==> src/rtl/core/cirm_pkg.sv <==
// Package for the CPU idle rate monitor: field widths, reset values,
// register indexes, request codes and the controller state type.
// No dependencies; every other file of the block uses it.
package cirm_pkg;

  localparam int CPU_COUNT_DEF  = 8;
  localparam int CLUSTER_COUNT  = 3;
  localparam int CPU_W          = 3;
  localparam int CTR_W          = 64;
  localparam int CAP_W          = 11;
  localparam int PCT_W          = 7;
  localparam int CL_W           = 2;
  localparam int REQ_W          = 2;
  localparam int CFG_IDX_W      = 3;
  localparam int CFG_DATA_W     = 11;

  localparam logic [PCT_W-1:0] FULL_PERCENT  = 7'd100;
  localparam logic [PCT_W-1:0] DEFAULT_ALERT = 7'd12;
  localparam logic [CPU_W-1:0] LITTLE_LAST_RST = 3'd3;
  localparam logic [CPU_W-1:0] MID_LAST_RST    = 3'd6;
  localparam logic [CPU_W-1:0] BIG_LAST_RST    = 3'd7;
  localparam logic [CAP_W-1:0] CAP_LIMIT_RST   = 11'd1024;

  // Configuration register indexes
  localparam logic [CFG_IDX_W-1:0] REG_ALERT_THRESHOLD  = 3'd0;
  localparam logic [CFG_IDX_W-1:0] REG_LITTLE_LAST_CPU  = 3'd1;
  localparam logic [CFG_IDX_W-1:0] REG_MID_LAST_CPU     = 3'd2;
  localparam logic [CFG_IDX_W-1:0] REG_BIG_LAST_CPU     = 3'd3;
  localparam logic [CFG_IDX_W-1:0] REG_LITTLE_CAP_LIMIT = 3'd4;
  localparam logic [CFG_IDX_W-1:0] REG_MID_CAP_LIMIT    = 3'd5;
  localparam logic [CFG_IDX_W-1:0] REG_BIG_CAP_LIMIT    = 3'd6;

  localparam logic OP_SAMPLE = 1'b0;
  localparam logic OP_CLEAR  = 1'b1;

  localparam logic [CL_W-1:0] CL_LITTLE = 2'd0;
  localparam logic [CL_W-1:0] CL_MID    = 2'd1;
  localparam logic [CL_W-1:0] CL_BIG    = 2'd2;

  localparam logic signed [REQ_W-1:0] REQ_NONE  = 2'sb00;
  localparam logic signed [REQ_W-1:0] REQ_RAISE = 2'sb01;
  localparam logic signed [REQ_W-1:0] REQ_LOWER = 2'sb11;

  typedef enum logic [2:0] {
    S_IDLE,
    S_DELTA_IDLE,
    S_DELTA_WALL,
    S_CHECK,
    S_DOUBLE,
    S_ADD,
    S_FINISH
  } state_t;

endpackage

==> src/rtl/core/cirm_if.sv <==
// Handshake channels of the CPU idle rate monitor: sample input, result
// output and configuration write. Depends on cirm_pkg for field widths.

interface cirm_in_if;
  logic                           valid;
  logic                           ready;
  logic                           opcode;
  logic [cirm_pkg::CPU_W-1:0]     cpu;
  logic [cirm_pkg::CTR_W-1:0]     idle_total;
  logic [cirm_pkg::CTR_W-1:0]     wall_total;
  logic [cirm_pkg::CAP_W-1:0]     current_cap;

  modport source (output valid, opcode, cpu, idle_total, wall_total, current_cap,
                  input ready);
  modport sink   (input valid, opcode, cpu, idle_total, wall_total, current_cap,
                  output ready);
endinterface

interface cirm_out_if;
  logic                              valid;
  logic                              ready;
  logic [cirm_pkg::PCT_W-1:0]        idle_percent;
  logic [cirm_pkg::CL_W-1:0]         cluster;
  logic                              measured;
  logic signed [cirm_pkg::REQ_W-1:0] cluster_request;
  logic                              background_pending;

  modport source (output valid, idle_percent, cluster, measured, cluster_request,
                  background_pending, input ready);
  modport sink   (input valid, idle_percent, cluster, measured, cluster_request,
                  background_pending, output ready);
endinterface

interface cirm_cfg_if;
  logic                               valid;
  logic                               ready;
  logic [cirm_pkg::CFG_IDX_W-1:0]     index;
  logic [cirm_pkg::CFG_DATA_W-1:0]    data;

  modport source (output valid, index, data, input ready);
  modport sink   (input valid, index, data, output ready);
endinterface

==> src/rtl/core/cpu_idle_rate_monitor.sv <==
// Top level of the CPU idle rate monitor: counter store, delta and
// percentage datapath, cluster request flags. Depends on cirm_pkg, cirm_if.
//
// Usage. The sample channel carries one beat per item: a CPU sample
// (opcode 0) with the cumulative idle and wall counters, or a clear of the
// background pending flag (opcode 1). Every item gives exactly one beat on
// the result channel. The configuration channel is ready out of reset and is
// to be written only while the block is idle.
// A clear or a CPU at or above CPU_COUNT goes straight to the finish step;
// an unmeasured or saturated sample first takes the idle and wall deltas
// and the check; a sample that needs the ratio then also runs the ratio
// steps. The ratio is worked out bit by bit over the constant 100 (a
// doubling step for each bit and, where the bit is set, an addition step)
// through one 65-bit adder and comparator. One item is in flight at a time;
// sample.ready returns the cycle after the result is loaded, so a new item
// may be taken while that result still waits in the output register.
// When the receiver stalls, the result is held and a finished item waits in
// its last step until the register frees. Reset clears the stored counters
// (by valid bits), the flags and requests, and loads the register defaults.
module cpu_idle_rate_monitor #(
  parameter int CPU_COUNT = cirm_pkg::CPU_COUNT_DEF
) (
  input logic        clk,
  input logic        rst,
  cirm_in_if.sink    sample,
  cirm_out_if.source result,
  cirm_cfg_if.sink   cfg
);

  localparam int DEPTH = (CPU_COUNT < (1 << cirm_pkg::CPU_W)) ? CPU_COUNT
                                                               : (1 << cirm_pkg::CPU_W);
  localparam int IDX_W = (DEPTH > 1) ? $clog2(DEPTH) : 1;
  localparam int CTR_W = cirm_pkg::CTR_W;
  localparam int PCT_W = cirm_pkg::PCT_W;
  localparam int SR_W  = PCT_W - 1;
  localparam int CNT_W = $clog2(SR_W + 1);

  // Configuration registers
  logic [PCT_W-1:0]           alert_threshold;
  logic [cirm_pkg::CPU_W-1:0] little_last_cpu, mid_last_cpu, big_last_cpu;
  logic [cirm_pkg::CAP_W-1:0] little_cap_limit, mid_cap_limit, big_cap_limit;

  // Stored counters
  logic [CTR_W-1:0] last_idle [DEPTH];
  logic [CTR_W-1:0] last_wall [DEPTH];
  logic [DEPTH-1:0] entry_valid;

  logic                              pending_flag;
  logic signed [cirm_pkg::REQ_W-1:0] cluster_requests [cirm_pkg::CLUSTER_COUNT];

  // Item registers
  cirm_pkg::state_t           state, state_next;
  logic                       op;
  logic [cirm_pkg::CPU_W-1:0] cpu;
  logic [CTR_W-1:0]           idle_val;
  logic [CTR_W-1:0]           wall_val;
  logic [cirm_pkg::CAP_W-1:0] cap;
  logic [cirm_pkg::CL_W-1:0]  cl;
  logic                       meas;
  logic [PCT_W-1:0]           quo;
  logic [CTR_W-1:0]           rem;
  logic [SR_W-1:0]            digits;
  logic [CNT_W-1:0]           steps;

  // Output register
  logic                              out_valid;
  logic [PCT_W-1:0]                  out_pct;
  logic [cirm_pkg::CL_W-1:0]         out_cl;
  logic                              out_meas;
  logic signed [cirm_pkg::REQ_W-1:0] out_req;
  logic                              out_pending;

  logic                       accept;
  logic                       in_range;
  logic [cirm_pkg::CL_W-1:0]  cl_in;
  logic [IDX_W-1:0]           idx;
  logic [CTR_W-1:0]           prev_idle, prev_wall;
  logic [CTR_W:0]             sum, diff;
  logic                       ge;
  logic                       out_free;
  logic [cirm_pkg::CAP_W-1:0] cap_limit;
  logic signed [cirm_pkg::REQ_W-1:0] req_cur, req_new;
  logic                       pending_new;
  logic                       finish_load;

  assign sample.ready = (state == cirm_pkg::S_IDLE) && !rst;
  assign cfg.ready    = !rst;
  assign accept       = sample.valid && sample.ready;
  assign out_free     = !out_valid || result.ready;

  assign result.valid              = out_valid;
  assign result.idle_percent       = out_pct;
  assign result.cluster            = out_cl;
  assign result.measured           = out_meas;
  assign result.cluster_request    = out_req;
  assign result.background_pending = out_pending;

  // Cluster of the incoming CPU; a CPU above every bound falls to cluster zero.
  always_comb begin
    if (sample.cpu <= little_last_cpu) begin
      cl_in = cirm_pkg::CL_LITTLE;
    end else if (sample.cpu <= mid_last_cpu) begin
      cl_in = cirm_pkg::CL_MID;
    end else if (sample.cpu <= big_last_cpu) begin
      cl_in = cirm_pkg::CL_BIG;
    end else begin
      cl_in = cirm_pkg::CL_LITTLE;
    end
  end

  assign in_range  = (32'(sample.cpu) < CPU_COUNT);
  assign idx       = cpu[IDX_W-1:0];
  assign prev_idle = entry_valid[idx] ? last_idle[idx] : '0;
  assign prev_wall = entry_valid[idx] ? last_wall[idx] : '0;

  // One step of the ratio: the partial product 100 * idle is kept as
  // quo * wall + rem with rem below wall, doubled or increased by idle.
  assign sum  = {1'b0, rem} + {1'b0, (state == cirm_pkg::S_ADD) ? idle_val : rem};
  assign diff = sum - {1'b0, wall_val};
  assign ge   = !diff[CTR_W];

  always_comb begin
    case (cl)
      cirm_pkg::CL_MID: cap_limit = mid_cap_limit;
      cirm_pkg::CL_BIG: cap_limit = big_cap_limit;
      default:          cap_limit = little_cap_limit;
    endcase
  end

  always_comb begin
    case (cl)
      cirm_pkg::CL_MID: req_cur = cluster_requests[1];
      cirm_pkg::CL_BIG: req_cur = cluster_requests[2];
      default:          req_cur = cluster_requests[0];
    endcase
  end

  always_comb begin
    req_new     = req_cur;
    pending_new = pending_flag;
    if (op == cirm_pkg::OP_CLEAR) begin
      pending_new = 1'b0;
    end else if (meas) begin
      if (quo < alert_threshold) begin
        pending_new = 1'b1;
        req_new     = cirm_pkg::REQ_RAISE;
      end else if (cap > cap_limit) begin
        pending_new = 1'b1;
        req_new     = cirm_pkg::REQ_LOWER;
      end
    end
  end

  // Controller
  always_comb begin
    state_next  = state;
    finish_load = 1'b0;
    case (state)
      cirm_pkg::S_IDLE: begin
        if (accept) begin
          if (sample.opcode == cirm_pkg::OP_CLEAR || !in_range) begin
            state_next = cirm_pkg::S_FINISH;
          end else begin
            state_next = cirm_pkg::S_DELTA_IDLE;
          end
        end
      end
      cirm_pkg::S_DELTA_IDLE: state_next = cirm_pkg::S_DELTA_WALL;
      cirm_pkg::S_DELTA_WALL: state_next = cirm_pkg::S_CHECK;
      cirm_pkg::S_CHECK: begin
        if (wall_val == '0 || idle_val >= wall_val) begin
          state_next = cirm_pkg::S_FINISH;
        end else begin
          state_next = cirm_pkg::S_DOUBLE;
        end
      end
      cirm_pkg::S_DOUBLE: begin
        if (digits[SR_W-1]) begin
          state_next = cirm_pkg::S_ADD;
        end else if (steps == CNT_W'(1)) begin
          state_next = cirm_pkg::S_FINISH;
        end
      end
      cirm_pkg::S_ADD: begin
        if (steps == '0) begin
          state_next = cirm_pkg::S_FINISH;
        end else begin
          state_next = cirm_pkg::S_DOUBLE;
        end
      end
      cirm_pkg::S_FINISH: begin
        if (out_free) begin
          finish_load = 1'b1;
          state_next  = cirm_pkg::S_IDLE;
        end
      end
      default: state_next = cirm_pkg::S_IDLE;
    endcase
  end

  always_ff @(posedge clk) begin
    if (rst) begin
      state <= cirm_pkg::S_IDLE;
    end else begin
      state <= state_next;
    end
  end

  // Configuration writes
  always_ff @(posedge clk) begin
    if (rst) begin
      alert_threshold  <= cirm_pkg::DEFAULT_ALERT;
      little_last_cpu  <= cirm_pkg::LITTLE_LAST_RST;
      mid_last_cpu     <= cirm_pkg::MID_LAST_RST;
      big_last_cpu     <= cirm_pkg::BIG_LAST_RST;
      little_cap_limit <= cirm_pkg::CAP_LIMIT_RST;
      mid_cap_limit    <= cirm_pkg::CAP_LIMIT_RST;
      big_cap_limit    <= cirm_pkg::CAP_LIMIT_RST;
    end else if (cfg.valid && cfg.ready) begin
      case (cfg.index)
        cirm_pkg::REG_ALERT_THRESHOLD:  alert_threshold  <= cfg.data[PCT_W-1:0];
        cirm_pkg::REG_LITTLE_LAST_CPU:  little_last_cpu  <= cfg.data[cirm_pkg::CPU_W-1:0];
        cirm_pkg::REG_MID_LAST_CPU:     mid_last_cpu     <= cfg.data[cirm_pkg::CPU_W-1:0];
        cirm_pkg::REG_BIG_LAST_CPU:     big_last_cpu     <= cfg.data[cirm_pkg::CPU_W-1:0];
        cirm_pkg::REG_LITTLE_CAP_LIMIT: little_cap_limit <= cfg.data[cirm_pkg::CAP_W-1:0];
        cirm_pkg::REG_MID_CAP_LIMIT:    mid_cap_limit    <= cfg.data[cirm_pkg::CAP_W-1:0];
        cirm_pkg::REG_BIG_CAP_LIMIT:    big_cap_limit    <= cfg.data[cirm_pkg::CAP_W-1:0];
        default: ;
      endcase
    end
  end

  // Counter store: the new counters go in as the deltas are taken.
  always_ff @(posedge clk) begin
    if (state == cirm_pkg::S_DELTA_IDLE) begin
      last_idle[idx] <= idle_val;
    end
    if (state == cirm_pkg::S_DELTA_WALL) begin
      last_wall[idx] <= wall_val;
    end
  end

  always_ff @(posedge clk) begin
    if (rst) begin
      entry_valid <= '0;
    end else if (state == cirm_pkg::S_DELTA_WALL) begin
      entry_valid[idx] <= 1'b1;
    end
  end

  // Item datapath
  always_ff @(posedge clk) begin
    case (state)
      cirm_pkg::S_IDLE: begin
        if (accept) begin
          op       <= sample.opcode;
          cpu      <= sample.cpu;
          idle_val <= sample.idle_total;
          wall_val <= sample.wall_total;
          cap      <= sample.current_cap;
          cl       <= cl_in;
          meas     <= 1'b0;
          quo      <= '0;
        end
      end
      cirm_pkg::S_DELTA_IDLE: idle_val <= idle_val - prev_idle;
      cirm_pkg::S_DELTA_WALL: wall_val <= wall_val - prev_wall;
      cirm_pkg::S_CHECK: begin
        meas   <= (wall_val != '0);
        rem    <= idle_val;
        digits <= cirm_pkg::FULL_PERCENT[SR_W-1:0];
        steps  <= CNT_W'(SR_W);
        if (wall_val == '0) begin
          quo <= '0;
        end else if (idle_val >= wall_val) begin
          quo <= cirm_pkg::FULL_PERCENT;
        end else begin
          // the leading bit of 100 is one: the partial product starts as idle
          quo <= '0;
        end
      end
      cirm_pkg::S_DOUBLE: begin
        rem    <= ge ? diff[CTR_W-1:0] : sum[CTR_W-1:0];
        quo    <= {quo[PCT_W-2:0], ge};
        digits <= {digits[SR_W-2:0], 1'b0};
        steps  <= steps - CNT_W'(1);
      end
      cirm_pkg::S_ADD: begin
        rem <= ge ? diff[CTR_W-1:0] : sum[CTR_W-1:0];
        quo <= quo + PCT_W'(ge);
      end
      default: ;
    endcase
  end

  // Flags and requests
  always_ff @(posedge clk) begin
    if (rst) begin
      pending_flag <= 1'b0;
      for (int i = 0; i < cirm_pkg::CLUSTER_COUNT; i++) begin
        cluster_requests[i] <= cirm_pkg::REQ_NONE;
      end
    end else if (finish_load) begin
      pending_flag <= pending_new;
      if (op == cirm_pkg::OP_SAMPLE) begin
        case (cl)
          cirm_pkg::CL_MID: cluster_requests[1] <= req_new;
          cirm_pkg::CL_BIG: cluster_requests[2] <= req_new;
          default:          cluster_requests[0] <= req_new;
        endcase
      end
    end
  end

  // Output register
  always_ff @(posedge clk) begin
    if (rst) begin
      out_valid <= 1'b0;
    end else if (finish_load) begin
      out_valid <= 1'b1;
    end else if (result.ready) begin
      out_valid <= 1'b0;
    end
  end

  always_ff @(posedge clk) begin
    if (finish_load) begin
      out_pending <= pending_new;
      if (op == cirm_pkg::OP_CLEAR) begin
        out_pct  <= '0;
        out_cl   <= cirm_pkg::CL_LITTLE;
        out_meas <= 1'b0;
        out_req  <= cirm_pkg::REQ_NONE;
      end else begin
        out_pct  <= quo;
        out_cl   <= cl;
        out_meas <= meas;
        out_req  <= req_new;
      end
    end
  end

endmodule

==> src/flat_wrapper.sv <==
// flat-port wrapper written by rule: the top's interface ports become plain ports
module cpu_idle_rate_monitor_flat 
#(
  parameter int CPU_COUNT = cirm_pkg::CPU_COUNT_DEF
)
  (clk, rst, sample_valid, sample_opcode, sample_cpu, sample_idle_total, sample_wall_total, sample_current_cap, sample_ready, result_valid, result_idle_percent, result_cluster, result_measured, result_cluster_request, result_background_pending, result_ready, cfg_valid, cfg_index, cfg_data, cfg_ready);
  cirm_in_if sample_i ();
  cirm_out_if result_i ();
  cirm_cfg_if cfg_i ();
  input logic clk;
  input logic rst;
  input wire logic [$bits(sample_i.valid)-1:0] sample_valid;
  input wire logic [$bits(sample_i.opcode)-1:0] sample_opcode;
  input wire logic [$bits(sample_i.cpu)-1:0] sample_cpu;
  input wire logic [$bits(sample_i.idle_total)-1:0] sample_idle_total;
  input wire logic [$bits(sample_i.wall_total)-1:0] sample_wall_total;
  input wire logic [$bits(sample_i.current_cap)-1:0] sample_current_cap;
  output wire logic [$bits(sample_i.ready)-1:0] sample_ready;
  output wire logic [$bits(result_i.valid)-1:0] result_valid;
  output wire logic [$bits(result_i.idle_percent)-1:0] result_idle_percent;
  output wire logic [$bits(result_i.cluster)-1:0] result_cluster;
  output wire logic [$bits(result_i.measured)-1:0] result_measured;
  output wire logic [$bits(result_i.cluster_request)-1:0] result_cluster_request;
  output wire logic [$bits(result_i.background_pending)-1:0] result_background_pending;
  input wire logic [$bits(result_i.ready)-1:0] result_ready;
  input wire logic [$bits(cfg_i.valid)-1:0] cfg_valid;
  input wire logic [$bits(cfg_i.index)-1:0] cfg_index;
  input wire logic [$bits(cfg_i.data)-1:0] cfg_data;
  output wire logic [$bits(cfg_i.ready)-1:0] cfg_ready;
  assign sample_i.valid = sample_valid;
  assign sample_i.opcode = sample_opcode;
  assign sample_i.cpu = sample_cpu;
  assign sample_i.idle_total = sample_idle_total;
  assign sample_i.wall_total = sample_wall_total;
  assign sample_i.current_cap = sample_current_cap;
  assign sample_ready = sample_i.ready;
  assign result_valid = result_i.valid;
  assign result_idle_percent = result_i.idle_percent;
  assign result_cluster = result_i.cluster;
  assign result_measured = result_i.measured;
  assign result_cluster_request = result_i.cluster_request;
  assign result_background_pending = result_i.background_pending;
  assign result_i.ready = result_ready;
  assign cfg_i.valid = cfg_valid;
  assign cfg_i.index = cfg_index;
  assign cfg_i.data = cfg_data;
  assign cfg_ready = cfg_i.ready;
  cpu_idle_rate_monitor #(.CPU_COUNT(CPU_COUNT)) u_core (.clk(clk), .rst(rst), .sample(sample_i), .result(result_i), .cfg(cfg_i));
endmodule
==> config.mk <==
export PLATFORM = sky130hd
export DESIGN_NAME = cpu_idle_rate_monitor_flat
export DESIGN_NICKNAME = d
export VERILOG_FILES = /design/src/rtl/core/cirm_pkg.sv /design/src/rtl/core/cirm_if.sv /design/src/rtl/core/cpu_idle_rate_monitor.sv /design/src/flat_wrapper.sv
export SDC_FILE = /design/constraint.sdc
export NUM_CORES = 2
export LEC_CHECK = 0
export BUFFER_PORTS_ARGS = -buffer_cell sky130_fd_sc_hd__buf_2
export CAP_MARGIN = 40
export CORE_MARGIN = 1.5
export CORE_UTILIZATION = 60
export CTS_CLUSTER_SIZE = 10
export DETAILED_ROUTE_END_ITERATION = 12
export PLACE_DENSITY = 0.77
export SYNTH_ARGS = -nofsm -noshare
export SYNTH_HDL_FRONTEND = slang
export SYNTH_SLANG_ARGS = --single-unit
export TNS_END_PERCENT = 100
==> constraint.sdc <==
create_clock -name clk -period 23.1 [get_ports clk]
set_clock_uncertainty 0.1 [all_clocks]
set_input_delay 5.775 -clock clk [delete_from_list [all_inputs] [get_ports clk]]
set_output_delay 5.775 -clock clk [all_outputs]
set_load 0.05 [all_outputs]
# Yosys cells after proc, flatten, opt, wreduce, memory -nomap -nowiden
# Memories as Yosys holds them, arrays and structs flattened. A register that Yosys moved wholly into a read port is not among the register bits.
# Cells that the tools add are included.
# Widths: inputs -> output; s select.
# word_totals
memories	3
register_bits	301
in_bits	162
ram_bits	1030
word_cells	175
# mem_list
name	depth	width	rd	rd_ports_with_merged_regs	write_ports	line	source
u_core.last_idle	8	64	1	1	1	cpu_idle_rate_monitor.sv:44	logic [CTR_W-1:0] last_idle [DEPTH];
u_core.last_wall	8	64	1	1	1	cpu_idle_rate_monitor.sv:45	logic [CTR_W-1:0] last_wall [DEPTH];
u_core.cluster_requests	3	2	3	0	3	cpu_idle_rate_monitor.sv:49	logic signed [cirm_pkg::REQ_W-1:0] cluster_requests [cirm_pkg::CLUSTER_COUNT];
# op_classes
eq_ne	18
mux	71
bitwise	4
add_sub_neg	6
reduce_logical	37
n_lt_le_gt_ge	8
# op_table
cell	n
$mux 64	6
$pmux 64 s2	3
$sub 64x64->64	2
$add 64x64->65	1
$sub 65x64->65	1
$ge 64x64->1	1
$logic_not 64->1	1
$reduce_bool 64->1	1
$mux 1	33
$pmux 7 s4	1
$reduce_and 2->1	12
$pmux 11 s2	1
$mux 3	7
$mux 7	3
$pmux 3 s7	1
$mux 2	10
$eq 3x3->1 const B	6
$eq 3x2->1 const B	4
$pmux 6 s2	1
$reduce_bool 2->1	6
$gt 11x11->1	1
$eq 3x1->1 const B	3
$le 3x3->1	3
$logic_not 3->1	3
other kinds (22)	33

# Depth between registers and ports, before layout
# depth
word_depth	8
ltp_mapped	38
ltp_nobuf	33

# Worst setup path after synthesis
# OpenSTA, ideal clock, no wires.
# synth_timing
kind	input to output
from	in rst
to	out sample_ready
t_arrival_ns	7.290
slack_ns	9.935
cell_stages	1
required_ns	17.225
n_path_buf	0
cell_sequence	nor4_1
# synth_via
elab_chain_len	2
# synth_rtl
element	line	source
start, declared	flat_wrapper.sv:11	input logic rst;
$logic_not 1->1	cpu_idle_rate_monitor.sv:86	assign sample.ready = (state == cirm_pkg::S_IDLE) && !rst;
$logic_and 1x1->1	cpu_idle_rate_monitor.sv:86	
end, declared	flat_wrapper.sv:18	output wire logic [$bits(sample_i.ready)-1:0] sample_ready;
# No other way between the ends.

# Final worst setup path
# Ends and elaborated chain as after synthesis.

==> results.tsv <==
stage	metric	value	unit
die	I/O pin count	178	
synth	Post-synth top cells	edfxtp_1 (1,267), nand2_1 (578), ha_1 (351)	
finish	sequential cell area	39400	um^2
flow_run	total of max-cap violations	0	
synth	Syn. warnings	0	
placed_design	Placer Congestion	0.931	
synth	ys async rst share	0	%
cts	Root Driver	clkbuf_16	
worst_setup_path	slowest stage delay, CP	350	ps
drt	Post-Route WL	178000	um
sta	setup violators final	0	
placed_design	Port Buffer Count	177	
cts	TritonCTS buffer count	155	
cts	CTS tree	done	
worst_hold_path	min-delay src	u_core.entry_valid[6]	
drt	DRT iter0 DRCs	4771	
global_routing	vias in the first global route	45921	
finish	fill cell count	7897	
synth	cell count after synthesis	5355	
synth	count of cell types in the netlist	88	
worst_setup_path	Crit Path Max Fanout	11	
finish	fin cells	7092	
global_routing	global-route wire length before repair	270000	um
die	# rows	124	
cts	clock buffer depth	3	
drt	drt wl/cell	25.1	um
placed_design	# placed instances	6877	
global_routing	initial antenna violation count	1	
synth	Synth area leader	edfxtp_1	
sta	Hold Vio Cnt, Final	0	
placed_design	post-DP HPWL	117000	um
sta	Worst-Margin Slew	983	ps
worst_setup_path	CP most frequent cell	buf_2	
die	die area	118000	um^2
cts	post-CTS sizing	0	
synth	syn avg cell area	13.0	um^2
synth	main area contributors after synthesis	edfxtp_1 (55%), mux4_2 (8.3%), ha_1 (6.3%)	
worst_setup_path	CP required	17230	ps
synth	most common cell in the netlist	edfxtp_1	
die	die width	343	um
worst_setup_path	critical path startpoint category	input port	
finish	area occupied by multi-input gates	28600	um^2
cts	H-tree levels	4	
drt	1st-pass router iterations	6	
global_routing	Overall Global Routing Usage	30.4	%
global_routing	overflow left after global routing	0	
worst_setup_path	Worst R2R Path Depth	33	
worst_setup_path	reg2reg end	u_core.quo[6]	
worst_setup_path	cell breakdown of the critical path	buf_2 > nor4_1 > buf_2	
synth	Post-synth EDFFs	1267	
synth	Main synth FF type	edfxtp_1	
synth	Mapped Area	69500	um^2
sta	fin crit period	12550	ps
worst_hold_path	worst hold path class	reg2reg	
die	initial core utilization	60.6	%
power_and_ir_drop	Lkg Pwr	28.0	nW
worst_setup_path	Crit Path Class	in2out	
finish	layout cell share with drive strength beyond 1	17.4	%
worst_hold_path	worst hold stages	1	
cts	CTS Sinks	1332	
worst_setup_path	slowest CP cell	nor4_1	
run_status	status	finished clean	
sta	Final period util	54.3	%
cts	CTS Hold Buffers Added	0	
worst_setup_path	Setup crit end kind	primary output	
sta	max-slew violations	0	
drt	antenna-violating nets left	0	
die	die height	343	um
cts	worst skew pair latency	780	ps
sta	Peak Freq	79.7	MHz
drt	# DRC	0	
synth	top-area cell type share of the netlist area	54.7	%
sta	RSZ-0062 raised after global routing	false	
die	Core ar.	115000	um^2
synth	sequential fraction of the synthesis area	56.6	%
drt	Vias	46211	
cts	clk slew on worst S/H paths	60	ps
power_and_ir_drop	P per Cell Area	94.4	nW/um^2
power_and_ir_drop	peak supply drop	0.0699	mV
finish	Final nets	6041	
global_routing	largest net degree at the start of global routing	99	
worst_setup_path	R2R Setup Slk	13950	ps
finish	Syn-to-layout area delta	10.6	%
cts	Setup Fix Bufs, Post-CTS	0	
worst_setup_path	launching point of the worst reg2reg path	u_core.state[1]	
synth	Mapped Nets	5872	
sta	Fin Setup TNS	0	ps
synth	Synth Register Bits	1332	
worst_hold_path	hold endpoint	u_core.entry_valid[6]	
worst_setup_path	Worst Path Arrival	6670	ps
drt	Vias/cell	6.52	
sta	Max transition margin	33.9	%
[power by group]
group	switching, mW	internal (mW)	leakage, nW
logic	1.27	0.842	13.9
registers	0.147	2.83	12.0
clock network	0.933	1.24	2.11
total	2.35	4.91	28.0
[through the flow]
| step | instance area, um^2 | hold WS (ps) | power, mW | setup WS, ps | utilization [%] |
|---|---|---|---|---|---|
| after floorplan | 69500 | 335 | 4.53 | 9930 | - |
| after global placement | 72000 | 345 | 5.04 | 10220 | 62.8 |
| after detailed placement | 72500 | 354 | 5.09 | 10550 | 63.3 |
| after CTS | 76900 | 362 | 7.26 | 10540 | 67.0 |
| after global routing | 76900 | 387 | 7.57 | 10520 | 67.0 |
| final | 76900 | 368 | 7.26 | 10550 | 67.0 |
[worst max-delay path by stage]
stage / slack (ps) / from / to / cells past startpoint
final: 10550 / rst / sample_ready / 3
after global routing: 10520 / rst / sample_ready / 3
after CTS: 10540 / rst / sample_ready / 3
after detailed placement: 10550 / rst / sample_ready / 3
after global placement: 10220 / rst / sample_ready / 3
after floorplan: 9930 / rst / sample_ready / 1
[cell usage in the layout, fill, tap and decap left out, types with 25 or more instances in the layout]
cell,Yosys,layout
a211oi_1,27,27
a21o_1,217,217
a21oi_1,333,333
a31oi_1,90,90
and3_1,36,36
buf_2,17,178
buf_4,5,81
clkbuf_1,214,29
clkbuf_16,0,158
dfxtp_1,65,62
edfxtp_1,1267,1267
ha_1,351,351
inv_1,163,163
mux2_2,191,191
mux2i_1,56,56
mux4_2,256,256
nand2_1,578,573
nand2b_1,44,43
nand3_1,69,69
nand4_1,77,77
nor2_1,276,270
nor2b_1,43,42
nor3_1,44,35
nor4_1,28,26
o21a_1,33,33
o21ai_0,282,282
o21bai_1,42,42
o31ai_1,25,25
xnor2_1,135,135
xor2_1,101,101
[routing by layer]
metal / vias up / part of all wire [%] / track usage, %
li1: 20875 / - / -
met2: 2139 / 49 / 51.0
met5: - / 0.0056 / 0
met1: 22806 / 39 / 40.1
met3: 389 / 7.6 / 4.41
met4: 2 / 4.0 / 12.3
[worst max-delay path: cells and delay by family]
family	cells	cell delay, ps
and+or+nand+nor	1	350
buffers and inverters	2	540
[state kept, by name, indices dropped and copies added, names as in the netlist, 2 cells and up, named ones only]
signal and flops:
u_core.alert_threshold 7, u_core.result.cluster_request 2, u_core.cl 2, u_core.cap 11
u_core.little_cap_limit 11, u_core.mid_cap_limit 11, u_core.cpu 3, u_core.cluster_requests 6
u_core.idle_val 64, u_core.quo 7, u_core.big_last_cpu 3, u_core.wall_val 64
u_core.mid_last_cpu 3, u_core.entry_valid 8, u_core.last_idle 512, u_core.big_cap_limit 11
u_core.result.cluster 2, u_core.last_wall 512, u_core.steps 3, u_core.rem 64
u_core.state 3, u_core.little_last_cpu 3, u_core.result.idle_percent 7, u_core.digits 4
[area by class of cell]
cell class	instances	area share, %
Timing Repair Buffer	284	2.68
Multi-Input combinational cell	3587	37.2
Inverter	164	0.801
Clock buffer	188	5.30
Clock inverter	24	0.304
Sequential cell	1332	51.2
Tap cell	1512	2.46
Antenna cell	1	0.00326
[kinds of logic (layout without fill, tap and decap cells)]
kind of cell | Yosys count | after routing | share of synthesized area (%)
AO/OA/AOI/OAI | 1226 | 1226 | 11.1
XOR/XNOR | 237 | 237 | 3.01
adder cells (fa/ha/maj) | 355 | 355 | 6.43
buffers and inverters | 436 | 660 | 2.43
flip-flops | 1332 | 1332 | 56.6
multiplexers | 503 | 503 | 12.2
other | 0 | 1 | 0
AND/OR/NAND/NOR | 1266 | 1266 | 8.20
No activity file was read; power rests on OpenSTA's default activity.
